==> config.mk <==
export PLATFORM = sky130hd
export DESIGN_NAME = lepton_quality_classifier
export DESIGN_NICKNAME = d
export VERILOG_FILES = /design/src/design/lqc_pkg.sv /design/src/design/lqc_front.sv /design/src/design/lqc_queue.sv /design/src/design/lqc_back.sv /design/src/design/lepton_quality_classifier.sv
export SDC_FILE = /design/constraint.sdc
export NUM_CORES = 1
export LEC_CHECK = 0
export BUFFER_PORTS_ARGS = -buffer_cell sky130_fd_sc_hd__buf_2
export CORE_ASPECT_RATIO = 1.5
export CORE_UTILIZATION = 58
export DETAILED_ROUTE_END_ITERATION = 8
export GPL_TIMING_DRIVEN = 0
export PLACE_DENSITY = 0.76
export REMOVE_ABC_BUFFERS = 1
export SYNTH_ARGS = -nofsm -noshare
export SYNTH_HDL_FRONTEND = slang
export SYNTH_HIERARCHICAL = 1
export SYNTH_SLANG_ARGS = --single-unit
==> constraint.sdc <==
create_clock -name i_clk -period 3.65 [get_ports i_clk]
set_input_delay 0.1825 -clock i_clk [delete_from_list [all_inputs] [get_ports i_clk]]
set_output_delay 0.1825 -clock i_clk [all_outputs]
set_load 0.005 [all_outputs]
==> src/design/lqc_pkg.sv <==
// Shared types, constants and helper functions of the lepton quality classifier.
// Used by every module of the block; depends on nothing else.

package lqc_pkg;

    // Saturation limit of every count, clipped to what a 7-bit count field can hold.
    localparam int MAX_LEPTONS = 64;
    localparam int COUNT_W     = 7;
    localparam logic [COUNT_W-1:0] COUNT_CAP =
        COUNT_W'((MAX_LEPTONS < 127) ? MAX_LEPTONS : 127);

    // Configuration port geometry.
    localparam int CFG_ADDR_W = 3;
    localparam int CFG_DATA_W = 16;

    // Stream payload widths.
    localparam int IN_DATA_W  = 64;
    localparam int IN_USER_W  = 1;
    localparam int OUT_DATA_W = 48;
    localparam int CLASS_W    = 3;

    // Depth of the queue between the classifier and the counter stage.
    localparam int QUEUE_DEPTH = 2;

    // Register indexes of the configuration port.
    typedef enum logic [CFG_ADDR_W-1:0] {
        CFG_ETA_LIMIT        = 3'd0,
        CFG_VETO_PT_MIN      = 3'd1,
        CFG_GOOD_MU_PT_MIN   = 3'd2,
        CFG_GOOD_EL_PT_MIN   = 3'd3,
        CFG_MU_ISO_MAX       = 3'd4,
        CFG_EL_ISO_MAX       = 3'd5
    } t_cfg_index;

    // Classification codes carried from the front to the back.
    typedef enum logic [CLASS_W-1:0] {
        CLS_REJECT  = 3'd0,
        CLS_GOOD_MU = 3'd1,
        CLS_VETO_MU = 3'd2,
        CLS_GOOD_EL = 3'd3,
        CLS_VETO_EL = 3'd4,
        CLS_OTHER   = 3'd5,
        CLS_END     = 3'd6
    } t_class;

    // Saturating increment of one tally.
    function automatic logic [COUNT_W-1:0] sat_inc(input logic [COUNT_W-1:0] a);
        logic [COUNT_W-1:0] r;
        r = (a < COUNT_CAP) ? (a + COUNT_W'(1)) : COUNT_CAP;
        return r;
    endfunction

    // Saturating sum of two tallies.
    function automatic logic [COUNT_W-1:0] sat_sum(input logic [COUNT_W-1:0] a,
                                                   input logic [COUNT_W-1:0] b);
        logic [COUNT_W:0] s;
        s = {1'b0, a} + {1'b0, b};
        return (s > {1'b0, COUNT_CAP}) ? COUNT_CAP : s[COUNT_W-1:0];
    endfunction

endpackage

==> src/design/lqc_front.sv <==
// Front end of the lepton quality classifier: configuration registers and cuts.
// Depends on lqc_pkg; feeds lqc_queue with one class code per accepted item.

module lqc_front (
    input  logic                          i_clk,
    input  logic                          i_rst_n,
    // Configuration write port.
    input  logic                          i_cfg_we,
    input  logic [lqc_pkg::CFG_ADDR_W-1:0] i_cfg_addr,
    input  logic [lqc_pkg::CFG_DATA_W-1:0] i_cfg_wdata,
    // Input stream.
    input  logic                          i_valid,
    output logic                          o_ready,
    // Fields from bit 0 up: lepton_pt[16], lepton_eta[14], particle_id[16],
    // tight_flag[1], rel_isolation[16], zero pad[1].
    input  logic [lqc_pkg::IN_DATA_W-1:0] i_data,
    // Fields from bit 0 up: action[1].
    input  logic [lqc_pkg::IN_USER_W-1:0] i_user,
    // Queue write side.
    output logic                          o_push,
    output lqc_pkg::t_class               o_class,
    input  logic                          i_queue_ready
);

    logic [12:0] r_eta_limit;
    logic [15:0] r_veto_pt_min;
    logic [15:0] r_good_mu_pt_min;
    logic [15:0] r_good_el_pt_min;
    logic [15:0] r_mu_iso_max;
    logic [15:0] r_el_iso_max;

    logic               action;
    logic [15:0]        lepton_pt;
    logic signed [13:0] lepton_eta;
    logic signed [15:0] particle_id;
    logic               tight_flag;
    logic [15:0]        rel_isolation;
    logic [13:0]        eta_mag;
    logic               common_pass;
    logic               is_muon;
    logic               is_electron;
    logic               good_mu;
    logic               good_el;

    // Configuration registers; writes to unused indexes are dropped.
    always_ff @(posedge i_clk) begin
        if (!i_rst_n) begin
            r_eta_limit      <= 13'd2458;
            r_veto_pt_min    <= 16'd160;
            r_good_mu_pt_min <= 16'd400;
            r_good_el_pt_min <= 16'd400;
            r_mu_iso_max     <= 16'd123;
            r_el_iso_max     <= 16'd143;
        end else if (i_cfg_we) begin
            case (i_cfg_addr)
                lqc_pkg::CFG_ETA_LIMIT:      r_eta_limit      <= i_cfg_wdata[12:0];
                lqc_pkg::CFG_VETO_PT_MIN:    r_veto_pt_min    <= i_cfg_wdata;
                lqc_pkg::CFG_GOOD_MU_PT_MIN: r_good_mu_pt_min <= i_cfg_wdata;
                lqc_pkg::CFG_GOOD_EL_PT_MIN: r_good_el_pt_min <= i_cfg_wdata;
                lqc_pkg::CFG_MU_ISO_MAX:     r_mu_iso_max     <= i_cfg_wdata;
                lqc_pkg::CFG_EL_ISO_MAX:     r_el_iso_max     <= i_cfg_wdata;
                default: ;
            endcase
        end
    end

    // Unpack the record fields.
    assign action        = i_user[0];
    assign lepton_pt     = i_data[15:0];
    assign lepton_eta    = i_data[29:16];
    assign particle_id   = i_data[45:30];
    assign tight_flag    = i_data[46];
    assign rel_isolation = i_data[62:47];

    // Magnitude of eta; the most negative code yields 8192 as an unsigned value.
    assign eta_mag = lepton_eta[13] ? (14'd0 - 14'(lepton_eta)) : 14'(lepton_eta);

    // Common cuts and flavour checks.
    assign common_pass = (lepton_pt > r_veto_pt_min) && (eta_mag <= {1'b0, r_eta_limit});
    assign is_muon     = (particle_id == 16'sd13) || (particle_id == -16'sd13);
    assign is_electron = (particle_id == 16'sd11) || (particle_id == -16'sd11);
    assign good_mu     = (lepton_pt > r_good_mu_pt_min) && tight_flag
                         && (rel_isolation < r_mu_iso_max);
    assign good_el     = (lepton_pt > r_good_el_pt_min) && tight_flag
                         && (rel_isolation < r_el_iso_max);

    // Class code of the item on the input.
    always_comb begin
        if (action) begin
            o_class = lqc_pkg::CLS_END;
        end else if (!common_pass) begin
            o_class = lqc_pkg::CLS_REJECT;
        end else if (is_muon) begin
            o_class = good_mu ? lqc_pkg::CLS_GOOD_MU : lqc_pkg::CLS_VETO_MU;
        end else if (is_electron) begin
            o_class = good_el ? lqc_pkg::CLS_GOOD_EL : lqc_pkg::CLS_VETO_EL;
        end else begin
            o_class = lqc_pkg::CLS_OTHER;
        end
    end

    // A transfer happens whenever the queue has room.
    assign o_ready = i_queue_ready;
    assign o_push  = i_valid && i_queue_ready;

endmodule

==> src/design/lqc_queue.sv <==
// Small register queue of class codes between the front and the back.
// Depends on lqc_pkg for the class type and the queue depth.

module lqc_queue (
    input  logic            i_clk,
    input  logic            i_rst_n,
    input  logic            i_push,
    input  lqc_pkg::t_class i_class,
    output logic            o_ready,
    output logic            o_valid,
    output lqc_pkg::t_class o_class,
    input  logic            i_pop
);

    localparam int PTR_W = (lqc_pkg::QUEUE_DEPTH > 1) ? $clog2(lqc_pkg::QUEUE_DEPTH) : 1;
    localparam int CNT_W = $clog2(lqc_pkg::QUEUE_DEPTH + 1);
    localparam logic [PTR_W-1:0] LAST_PTR = PTR_W'(lqc_pkg::QUEUE_DEPTH - 1);

    lqc_pkg::t_class  r_slot [lqc_pkg::QUEUE_DEPTH];
    logic [PTR_W-1:0] r_wptr;
    logic [PTR_W-1:0] r_rptr;
    logic [CNT_W-1:0] r_count;
    logic             do_push;
    logic             do_pop;

    assign o_ready = (r_count != CNT_W'(lqc_pkg::QUEUE_DEPTH));
    assign o_valid = (r_count != '0);
    assign o_class = r_slot[r_rptr];
    assign do_push = i_push && o_ready;
    assign do_pop  = i_pop && o_valid;

    // Pointers and fill level.
    always_ff @(posedge i_clk) begin
        if (!i_rst_n) begin
            r_wptr  <= '0;
            r_rptr  <= '0;
            r_count <= '0;
        end else begin
            if (do_push) begin
                r_wptr <= (r_wptr == LAST_PTR) ? '0 : r_wptr + PTR_W'(1);
            end
            if (do_pop) begin
                r_rptr <= (r_rptr == LAST_PTR) ? '0 : r_rptr + PTR_W'(1);
            end
            case ({do_push, do_pop})
                2'b10:   r_count <= r_count + CNT_W'(1);
                2'b01:   r_count <= r_count - CNT_W'(1);
                default: ;
            endcase
        end
    end

    // Storage slots.
    always_ff @(posedge i_clk) begin
        if (do_push) begin
            r_slot[r_wptr] <= i_class;
        end
    end

endmodule

==> src/design/lqc_back.sv <==
// Back end of the lepton quality classifier: event tallies and result register.
// Depends on lqc_pkg; drains class codes from lqc_queue.

module lqc_back (
    input  logic                           i_clk,
    input  logic                           i_rst_n,
    // Queue read side.
    input  logic                           i_valid,
    input  lqc_pkg::t_class                i_class,
    output logic                           o_pop,
    // Result stream.
    output logic                           o_valid,
    input  logic                           i_ready,
    // Fields from bit 0 up: good_muon_count[7], good_electron_count[7],
    // good_lepton_count[7], veto_muon_count[7], veto_electron_count[7],
    // veto_lepton_count[7], zero pad[6].
    output logic [lqc_pkg::OUT_DATA_W-1:0] o_data,
    // Fields from bit 0 up: lepton_class[3].
    output logic [lqc_pkg::CLASS_W-1:0]    o_user,
    // event_end.
    output logic                           o_last
);

    localparam int CW = lqc_pkg::COUNT_W;

    logic [CW-1:0] r_good_mu;
    logic [CW-1:0] r_good_el;
    logic [CW-1:0] r_veto_mu;
    logic [CW-1:0] r_veto_el;
    logic [CW-1:0] n_good_mu;
    logic [CW-1:0] n_good_el;
    logic [CW-1:0] n_veto_mu;
    logic [CW-1:0] n_veto_el;

    logic                           r_out_valid;
    logic [lqc_pkg::OUT_DATA_W-1:0] r_out_data;
    logic [lqc_pkg::CLASS_W-1:0]    r_out_user;
    logic                           r_out_last;
    logic [lqc_pkg::OUT_DATA_W-1:0] n_out_data;

    logic [CW-1:0] rep_good_mu;
    logic [CW-1:0] rep_good_el;
    logic [CW-1:0] rep_veto_mu;
    logic [CW-1:0] rep_veto_el;
    logic          is_end;

    // Take a code whenever the result register is empty or being drained.
    assign o_pop  = i_valid && (!r_out_valid || i_ready);
    assign is_end = (i_class == lqc_pkg::CLS_END);

    // Tally update for the code at the head of the queue.
    always_comb begin
        n_good_mu = r_good_mu;
        n_good_el = r_good_el;
        n_veto_mu = r_veto_mu;
        n_veto_el = r_veto_el;
        case (i_class)
            lqc_pkg::CLS_GOOD_MU: n_good_mu = lqc_pkg::sat_inc(r_good_mu);
            lqc_pkg::CLS_VETO_MU: n_veto_mu = lqc_pkg::sat_inc(r_veto_mu);
            lqc_pkg::CLS_GOOD_EL: n_good_el = lqc_pkg::sat_inc(r_good_el);
            lqc_pkg::CLS_VETO_EL: n_veto_el = lqc_pkg::sat_inc(r_veto_el);
            lqc_pkg::CLS_END: begin
                n_good_mu = '0;
                n_good_el = '0;
                n_veto_mu = '0;
                n_veto_el = '0;
            end
            default: ;
        endcase
    end

    // The end item reports the counts before they are cleared.
    assign rep_good_mu = is_end ? r_good_mu : n_good_mu;
    assign rep_good_el = is_end ? r_good_el : n_good_el;
    assign rep_veto_mu = is_end ? r_veto_mu : n_veto_mu;
    assign rep_veto_el = is_end ? r_veto_el : n_veto_el;

    assign n_out_data = {6'd0,
                         lqc_pkg::sat_sum(rep_veto_mu, rep_veto_el),
                         rep_veto_el,
                         rep_veto_mu,
                         lqc_pkg::sat_sum(rep_good_mu, rep_good_el),
                         rep_good_el,
                         rep_good_mu};

    // Tally registers.
    always_ff @(posedge i_clk) begin
        if (!i_rst_n) begin
            r_good_mu <= '0;
            r_good_el <= '0;
            r_veto_mu <= '0;
            r_veto_el <= '0;
        end else if (o_pop) begin
            r_good_mu <= n_good_mu;
            r_good_el <= n_good_el;
            r_veto_mu <= n_veto_mu;
            r_veto_el <= n_veto_el;
        end
    end

    // Result register valid flag.
    always_ff @(posedge i_clk) begin
        if (!i_rst_n) begin
            r_out_valid <= 1'b0;
        end else if (o_pop) begin
            r_out_valid <= 1'b1;
        end else if (i_ready) begin
            r_out_valid <= 1'b0;
        end
    end

    // Result register payload.
    always_ff @(posedge i_clk) begin
        if (o_pop) begin
            r_out_data <= n_out_data;
            r_out_user <= i_class;
            r_out_last <= is_end;
        end
    end

    assign o_valid = r_out_valid;
    assign o_data  = r_out_data;
    assign o_user  = r_out_user;
    assign o_last  = r_out_last;

endmodule

==> src/design/lepton_quality_classifier.sv <==
// Top level of the lepton quality classifier.
// Instantiates lqc_front, lqc_queue and lqc_back; depends on lqc_pkg.

// The block takes one lepton record or end-of-event marker per transfer and
// sustains one transfer per clock cycle on both streams unless the output
// stalls. Each accepted item yields exactly one result; its class code is
// queued, then loaded into the output register. The classifier cuts are
// evaluated in the cycle of the input transfer, a two-entry queue holds the
// class codes, and the counter stage updates the event tallies and loads
// the result register in the same cycle. Counts include the current lepton,
// saturate at the package limit, and an end item reports the final counts
// and clears them. The user writes configuration registers through the plain
// write port while no items are in flight; the block does not enforce it.

module lepton_quality_classifier (
    input  logic                           i_clk,
    input  logic                           i_rst_n,
    // Configuration write port.
    input  logic                           i_cfg_we,
    input  logic [lqc_pkg::CFG_ADDR_W-1:0] i_cfg_addr,
    input  logic [lqc_pkg::CFG_DATA_W-1:0] i_cfg_wdata,
    // Input stream.
    input  logic                           s_axis_tvalid,
    output logic                           s_axis_tready,
    // Fields from bit 0 up: lepton_pt[16], lepton_eta[14], particle_id[16],
    // tight_flag[1], rel_isolation[16], zero pad[1].
    input  logic [lqc_pkg::IN_DATA_W-1:0]  s_axis_tdata,
    // Fields from bit 0 up: action[1].
    input  logic [lqc_pkg::IN_USER_W-1:0]  s_axis_tuser,
    // Result stream.
    output logic                           m_axis_tvalid,
    input  logic                           m_axis_tready,
    // Fields from bit 0 up: good_muon_count[7], good_electron_count[7],
    // good_lepton_count[7], veto_muon_count[7], veto_electron_count[7],
    // veto_lepton_count[7], zero pad[6].
    output logic [lqc_pkg::OUT_DATA_W-1:0] m_axis_tdata,
    // Fields from bit 0 up: lepton_class[3].
    output logic [lqc_pkg::CLASS_W-1:0]    m_axis_tuser,
    // event_end.
    output logic                           m_axis_tlast
);

    logic            push;
    lqc_pkg::t_class push_class;
    logic            queue_ready;
    logic            queue_valid;
    lqc_pkg::t_class queue_class;
    logic            pop;

    // Classifier and configuration registers.
    lqc_front u_front (
        .i_clk         (i_clk),
        .i_rst_n       (i_rst_n),
        .i_cfg_we      (i_cfg_we),
        .i_cfg_addr    (i_cfg_addr),
        .i_cfg_wdata   (i_cfg_wdata),
        .i_valid       (s_axis_tvalid),
        .o_ready       (s_axis_tready),
        .i_data        (s_axis_tdata),
        .i_user        (s_axis_tuser),
        .o_push        (push),
        .o_class       (push_class),
        .i_queue_ready (queue_ready)
    );

    // Class code queue.
    lqc_queue u_queue (
        .i_clk   (i_clk),
        .i_rst_n (i_rst_n),
        .i_push  (push),
        .i_class (push_class),
        .o_ready (queue_ready),
        .o_valid (queue_valid),
        .o_class (queue_class),
        .i_pop   (pop)
    );

    // Tallies and result register.
    lqc_back u_back (
        .i_clk   (i_clk),
        .i_rst_n (i_rst_n),
        .i_valid (queue_valid),
        .i_class (queue_class),
        .o_pop   (pop),
        .o_valid (m_axis_tvalid),
        .i_ready (m_axis_tready),
        .o_data  (m_axis_tdata),
        .o_user  (m_axis_tuser),
        .o_last  (m_axis_tlast)
    );

endmodule

==> results of run 1 <==
## power by group
| group | total [W] | switching, W | internal [W] |
|---|---|---|---|
| Clock | 0.00168 | 0.000751 | 0.000933 |
| Sequential | 0.00249 | 0.0000827 | 0.00241 |
| Combinational | 0.00130 | 0.000788 | 0.000513 |
## flip-flops by register name, summed over array words and instances, names as in the netlist, named ones only
| signal | cells |
|---|---|
| u_front/r_el_iso_max | 16 |
| u_front/r_good_el_pt_min | 16 |
| u_front/r_good_mu_pt_min | 16 |
| u_back/o_data | 42 |
| u_back/o_last | 1 |
| u_queue/r_wptr | 1 |
| u_back/r_veto_el | 7 |
| u_back/o_user | 3 |
| u_front/r_eta_limit | 13 |
| u_queue/r_rptr | 1 |
| u_back/r_good_el | 7 |
| u_back/r_veto_mu | 7 |
| u_front/r_veto_pt_min | 16 |
| u_back/r_good_mu | 7 |
| u_back/o_valid | 1 |
| u_queue/r_slot | 6 |
| u_front/r_mu_iso_max | 16 |
| u_queue/r_count | 2 |
## worst max-delay path, stage by stage, from the launching register on
cell and delay [ns]:
dfxtp_2 0.34, mux2_2 0.41, or3b_4 0.44, buf_4 0.15, nor3_1 0.16, a21oi_1 0.06, o21ai_0 0.40, ha_1 0.34
nor2b_2 0.17, o211ai_1 0.21, a21oi_2 0.10, xor2_2 0.22, or2_2 0.31
## worst paths after layout
path	end	slack [ns]
worst max register to register	u_back/o_data[41]$_SDFFCE_PN1P_	0.09
worst min register to register	u_front/r_good_mu_pt_min[11]$_SDFFE_PN0P_	0.46
worst max-delay path	u_back/o_data[41]$_SDFFCE_PN1P_	0.09
worst min-delay path	u_front/r_el_iso_max[14]$_SDFFE_PN0P_	0.07
## logic make-up after synthesis
logic type	synth area share, %
AO/OA/AOI/OAI	18.1
XOR/XNOR	2.18
adder cells (fa/ha/maj)	13.7
buffers and inverters	6.01
flip-flops	39.4
multiplexers	0.432
other	0.0360
AND/OR/NAND/NOR	20.2
## through the flow
step	instance area, µm²	TNS, ns	setup WS, ns	util (%)
after global routing	11900	-0.0275	-0.0275	67.8
final	11900	0	0.0854	67.8
after global placement	11200	-5.17	-0.436	63.9
after floorplan	10200	0	0.113	-
after detailed placement	11200	-6.45	-0.506	64.2
after CTS	11800	0	0.0252	67.6
## repair_timing
item	CTS	global route
gates resized for setup	12	8
pin swaps	0	2
hold buffers	0	0
buffers inserted	1	2
endpoints found under the setup margin	14	14
hold endpoints to repair	0	0
## area by class of cell
type,instances,area [µm²]
clock inverter,13,111
inverter,113,424
clock buffer,19,433
timing repair buffer,141,743
sequential,179,4110
fill,1484,5630
multi-input combinational,890,5780
antenna,1,2.50
tap,213,267
## per-layer routing
metal	part of all wire [%]	vias to the layer above
li1	-	4486
met1	39	4052
met3	3.7	52
met4	3.5	0
met2	54	174
met5	0	-
## cell usage in the layout, fill, tap and decap left out, types with 7 or more instances in the layout
cell type / netlist / final
nand2b_1: 11 / 11
nor2b_1: 15 / 13
xor2_1: 10 / 8
nand2_1: 227 / 227
buf_2: 3 / 134
a211oi_1: 9 / 9
a21boi_0: 69 / 69
dfxtp_1: 127 / 126
o21ai_0: 52 / 47
ha_1: 111 / 111
inv_1: 112 / 111
nor2_1: 52 / 52
nor3_1: 31 / 30
a21oi_1: 71 / 70
or2_2: 13 / 13
clkbuf_16: 0 / 17
o31ai_1: 8 / 8
nand3_1: 30 / 30
o211ai_1: 29 / 29
a21o_1: 13 / 13
edfxtp_1: 52 / 52
o21a_1: 7 / 7
or3_1: 12 / 12
nand4_1: 17 / 17
xnor2_1: 16 / 16
==> impl_metrics.yaml, run 1 <==
yosys:
  synth_area_um2: 10400
  syn_avg_cell_area_um2: 8.53
  yosys-top-cells-count: "227 x nand2_1, 127 x dfxtp_1, 112 x inv_1"
  synth_edf_count: 52
  synth_top_area_share_pct: 24.4
  yosysMostFrequentCell: "nand2_1"
  yosys-top-cells-area: "dfxtp_1 24%, edfxtp_1 15%, ha_1 13%"
  ys_warn_count: 6
  synth.distinct_cells: 62
  synth_cells: 1222
  async_flop_share_pct: 0
  synth_flop_cell: "dfxtp_1"
  ys_seq_area_share_pct: 39.4
  synth-seq-cells: 179
  synth_top_area_cell: "dfxtp_1"
timing:
  holdWs_ns: 0.0705
  slew_violations: 0
  fin_crit_ns: 3.56
  slew_headroom_pct: 38.9
  tightest_slew_ns: 0.912
  post-route-period-util_pct: 97.7
  final-setup-viol-count: 0
  hold_viol: 0
  clock-skew-final_ns: 0.00695
  max_clock_freq_ghz: 0.281
route:
  vias: 8764
  drt_first_pass_iters: 6
  wirelength_um: 23700
  ant_nets: 0
  viasPerCell: 5.59
  drt_iter0_drc: 374
  wire_per_inst_um: 15.1
  post-route-drc-count: 22
global_routing:
  grt_overflow_total: 0
  met1_usage_pct: 26.8
  antenna_found_initial: 1
  grt_use_total_pct: 26.0
  grt_pass1_wl_um: 38500
  grt_pass1_vias: 8428
  grt_max_degree: 97
  use_met3_pct: 4.74
  grt_most_used_layer: "met2"
  use_met2_pct: 49.3
place:
  port_buffers: 135
  gp_congestion: 0.898
  dp.cells: 1532
  dpl.hpwl_um: 17800
finish:
  nets: 1544
  layout.cells.non_filler: 1569
  area_growth_syn_to_layout_pct: 13.8
  layout-drive-gt1-share_pct: 15.4
outcome:
  violations: "DRC"
  status: "finished with violations"
cts:
  tritoncts: "built"
  h-tree-depth: 4
  cts-buffers-inserted: 17
  cts-root-buf: "clkbuf_16"
  clock-sinks: 179
  insertion_delay_ns: 0.43
  path_clk_slew_ns: 0.06
  clockBufferDepth: 2
floorplan:
  row_count: 59
  die-area_um2: 18500
  core-area_um2: 17500
  start_util_pct: 59.6
  die_h_um: 166
  die_x_um: 111
  io_pins: 143
min_path:
  hold_depth: 3
  hold_start: "i_cfg_wdata[14]"
  hp-class: "in2reg"
critical_path:
  cp.required_ns: 3.83
  arrival_ns: 3.74
  crit_path_start_kind: "flop"
  worstSetupEndpointType: "flop"
  worst_r2r_path_depth: 12
  critPathMaxFanout: 11
  worstSetupPathType: "reg2reg"
power_and_ir_drop:
  powerDensity_nw_per_um2: 462
  power_w: 0.00548
  ir_drop_mv: 0.252
  p_leak_nw: 4.80
job:
  drv_cap: 0
Note: power is estimated with default switching activity, not from simulation.
==> run 2, diff against run 1 <==
--- a/config.mk
+++ b/config.mk
@@ -5,12 +5,13 @@
 export SDC_FILE = /design/constraint.sdc
 export NUM_CORES = 1
 export LEC_CHECK = 0
+export ABC_AREA = 1
 export BUFFER_PORTS_ARGS = -buffer_cell sky130_fd_sc_hd__buf_2
 export CORE_ASPECT_RATIO = 1.5
-export CORE_UTILIZATION = 58
+export CORE_UTILIZATION = 59
 export DETAILED_ROUTE_END_ITERATION = 8
 export GPL_TIMING_DRIVEN = 0
-export PLACE_DENSITY = 0.76
+export PLACE_DENSITY = 0.77
 export REMOVE_ABC_BUFFERS = 1
 export SYNTH_ARGS = -nofsm -noshare
 export SYNTH_HDL_FRONTEND = slang
==> impl_metrics.yaml, run 2 <==
yosys:
  synth_simple_gate_area_share_pct: 19.6
  synth-seq-cells: 179
  synthAdderAreaFrac_pct: 13.4
  yosys-mux-area-fraction_pct: 0.317
  yosysMostFrequentCell: "nand2_1"
  synth.distinct_cells: 43
  synth_edf_count: 52
  synth_flop_cell: "dfxtp_1"
  synth_area_um2: 10600
  synth_xor_area_share_pct: 1.48
  async_flop_share_pct: 0
  synth_top_family_by_area: "simple AND/OR/NAND/NOR gates"
  synth_top_area_share_pct: 23.9
  syn_avg_cell_area_um2: 7.67
  ys_seq_area_share_pct: 38.5
  synth_top_area_cell: "dfxtp_1"
  ys_warn_count: 6
  synth_compound_area_share_pct: 16.3
  yosys-top-cells-area: "dfxtp_1 24%, edfxtp_1 15%, ha_1 13%"
  synth_cells: 1388
  yosys-top-cells-count: "258 x nand2_1, 222 x inv_1, 147 x a21oi_1"
outcome:
  status: "finished with violations"
  violations: "DRC"
route:
  wirelength_um: 23800
  wire_per_inst_um: 13.7
  post-route-drc-count: 20
  ant_nets: 0
  viasPerCell: 5.39
  drt_first_pass_iters: 7
  drt_iter0_drc: 527
  vias: 9387
power_and_ir_drop:
  power_frac_seq_pct: 38.7
  intPower_w: 0.00461
  clkPwrFrac_pct: 26.1
  swShare_pct: 36.7
  ir_drop_mv: 0.282
  pwr-share-comb_pct: 35.2
  p_leak_nw: 5.76
  power_w: 0.00728
  powerDensity_nw_per_um2: 602
  total_switching_power_w: 0.00267
finish:
  largest_reg_flops: 42
  stdcell_area_um2: 12100
  nets: 1715
  final_cell_mix: "258 x nand2_1, 221 x inv_1, 147 x a21oi_1, 134 x buf_2, 127 x dfxtp_1"
  layout.cells.non_filler: 1740
  final_common_cell: "nand2_1"
  area_growth_syn_to_layout_pct: 13.7
  layout-drive-gt1-share_pct: 14.3
cts:
  tritoncts: "built"
  path_clk_slew_ns: 0.07
  clockBufferDepth: 2
  cts-root-buf: "clkbuf_16"
  cts_hold_buf: 0
  clock-sinks: 179
  cts-buffers-inserted: 17
  h-tree-depth: 4
  insertion_delay_ns: 0.44
critical_path:
  worstSetupPathType: "reg2reg"
  crit_path_start_kind: "flop"
  cp.required_ns: 3.84
  critPathMaxFanout: 7
  r2r_slack_ns: 0.26
  worst_r2r_path_depth: 20
  worstSetupEndpointType: "flop"
  r2r-end: "u_back/o_data[36]$_SDFFCE_PN0P_"
  arrival_ns: 3.58
floorplan:
  start_util_pct: 60.9
  die-area_um2: 18600
  io_pins: 143
  core-area_um2: 17500
  die_h_um: 167
  row_count: 59
  die_x_um: 112
global_routing:
  grt_overflow_total: 0
  grt_pass1_wl_um: 38800
  grt_pass1_vias: 8764
  grt_use_total_pct: 25.9
  antenna_found_initial: 2
  grt_max_degree: 105
timing:
  fin_crit_ns: 3.39
  holdWs_ns: 0.0341
  post-route-period-util_pct: 93.0
  clock-skew-final_ns: 0.00968
  slew_violations: 0
  slew_headroom_pct: 35.0
  rsz0062_at_grt: "yes"
  final-setup-viol-count: 0
  hold_viol: 0
  tightest_slew_ns: 0.975
  max_clock_freq_ghz: 0.295
place:
  place_area_um2: 11400
  dpl.hpwl_um: 17600
  dp.cells: 1703
  gp_congestion: 0.853
  port_buffers: 135
job:
  drv_cap: 0
min_path:
  hold_depth: 4
  hp-class: "in2reg"
  hold_start: "m_axis_tready"
  whs_endpoint: "u_back/o_valid$_SDFFE_PN0P_"
run 2: cell types whose count changed in the layout (fill, tap and decap cells not counted), moves of 23 or more:
cell      previous run  this run
inv_1              111       221
a21oi_1             70       147
a21boi_0            69         0
o21ai_1              6        55
nor2_1              52        91
nand3_1             30        64
nand2_1            227       258
o21ai_0             47        70
run 2: cells by family after synthesis:
family / after synthesis
and+or+nand+nor: 474
AOI/OAI and AO/OA: 322
buffers and inverters: 278
DFF: 179
adders and majority gates: 113
xor gates and xnor gates: 18
muxes: 3
other: 1
run 2: worst max path at each step:
stage          slack [ns]                               to  depth (start not counted)  start
2_1_floorplan        0.65  u_back/o_data[14]$_SDFFCE_PN0P_                         20   flop
3_3_place_gp         0.20  u_back/o_data[15]$_SDFFCE_PN0P_                         20   flop
3_5_place_dp         0.16  u_back/o_data[15]$_SDFFCE_PN0P_                         20   flop
4_1_cts              0.13  u_back/o_data[15]$_SDFFCE_PN0P_                         20   flop
5_1_grt            -0.007  u_back/o_data[15]$_SDFFCE_PN0P_                         20   flop
6_report             0.26  u_back/o_data[36]$_SDFFCE_PN0P_                         20   flop
run 2: final cells by class:
type	instances	area, µm²
inverters	240	907
flip-flops and latches	179	4100
diodes	1	2.50
fillers	1463	5400
clock buffers	17	425
multi-input cells	936	5490
clock inverters	15	186
well taps	213	267
repair buffers	139	721
run 2: per-layer routing:
| metal | wire length (µm) | global-route usage (%) |
|---|---|---|
| met4 | 944 | 13.7 |
| met3 | 1090 | 4.40 |
| met1 | 8940 | 26.1 |
| met5 | 13 | 0 |
| met2 | 12800 | 50.0 |
run 2: power groups by stage:
stage	sequential [W]	clock, W	combinational, W
2_1_floorplan	0.00288	0	0.00164
3_3_place_gp	0.00285	0	0.00240
3_5_place_dp	0.00286	0	0.00246
4_1_cts	0.00282	0.00193	0.00248
5_1_grt	0.00286	0.00202	0.00291
6_report	0.00281	0.00190	0.00256
run 2: what timing repair did:
item	CTS	global route
setup endpoints to repair	0	7
resized for setup	0	6
buffers inserted	0	3
run 2: critical path, cell delays in order, from the launching register on:
cell and delay [ns]:
dfxtp_1 0.38, mux2_2 0.47, nor2_4 0.23, nand3_1 0.15
inv_2 0.12, nor2_1 0.04, a21oi_1 0.16, o21bai_1 0.17
ha_1 0.23, inv_1 0.07, fa_1 0.38, inv_1 0.08
nand3_1 0.09, nand2_1 0.10, nand2_1 0.07, nand2_1 0.06
nand2_1 0.05, nand2_1 0.07, nand2_1 0.06, nand2_1 0.11
nor2_1 0.06
run 2: stage by stage:
stage	util, %	worst slack, ns	setup TNS (ns)
5_1_grt	69.1	-0.00738	-0.00738
6_report	69.2	0.257	0
3_3_place_gp	65.2	0.197	0
3_5_place_dp	65.2	0.155	0
2_1_floorplan	-	0.654	0
4_1_cts	68.7	0.127	0
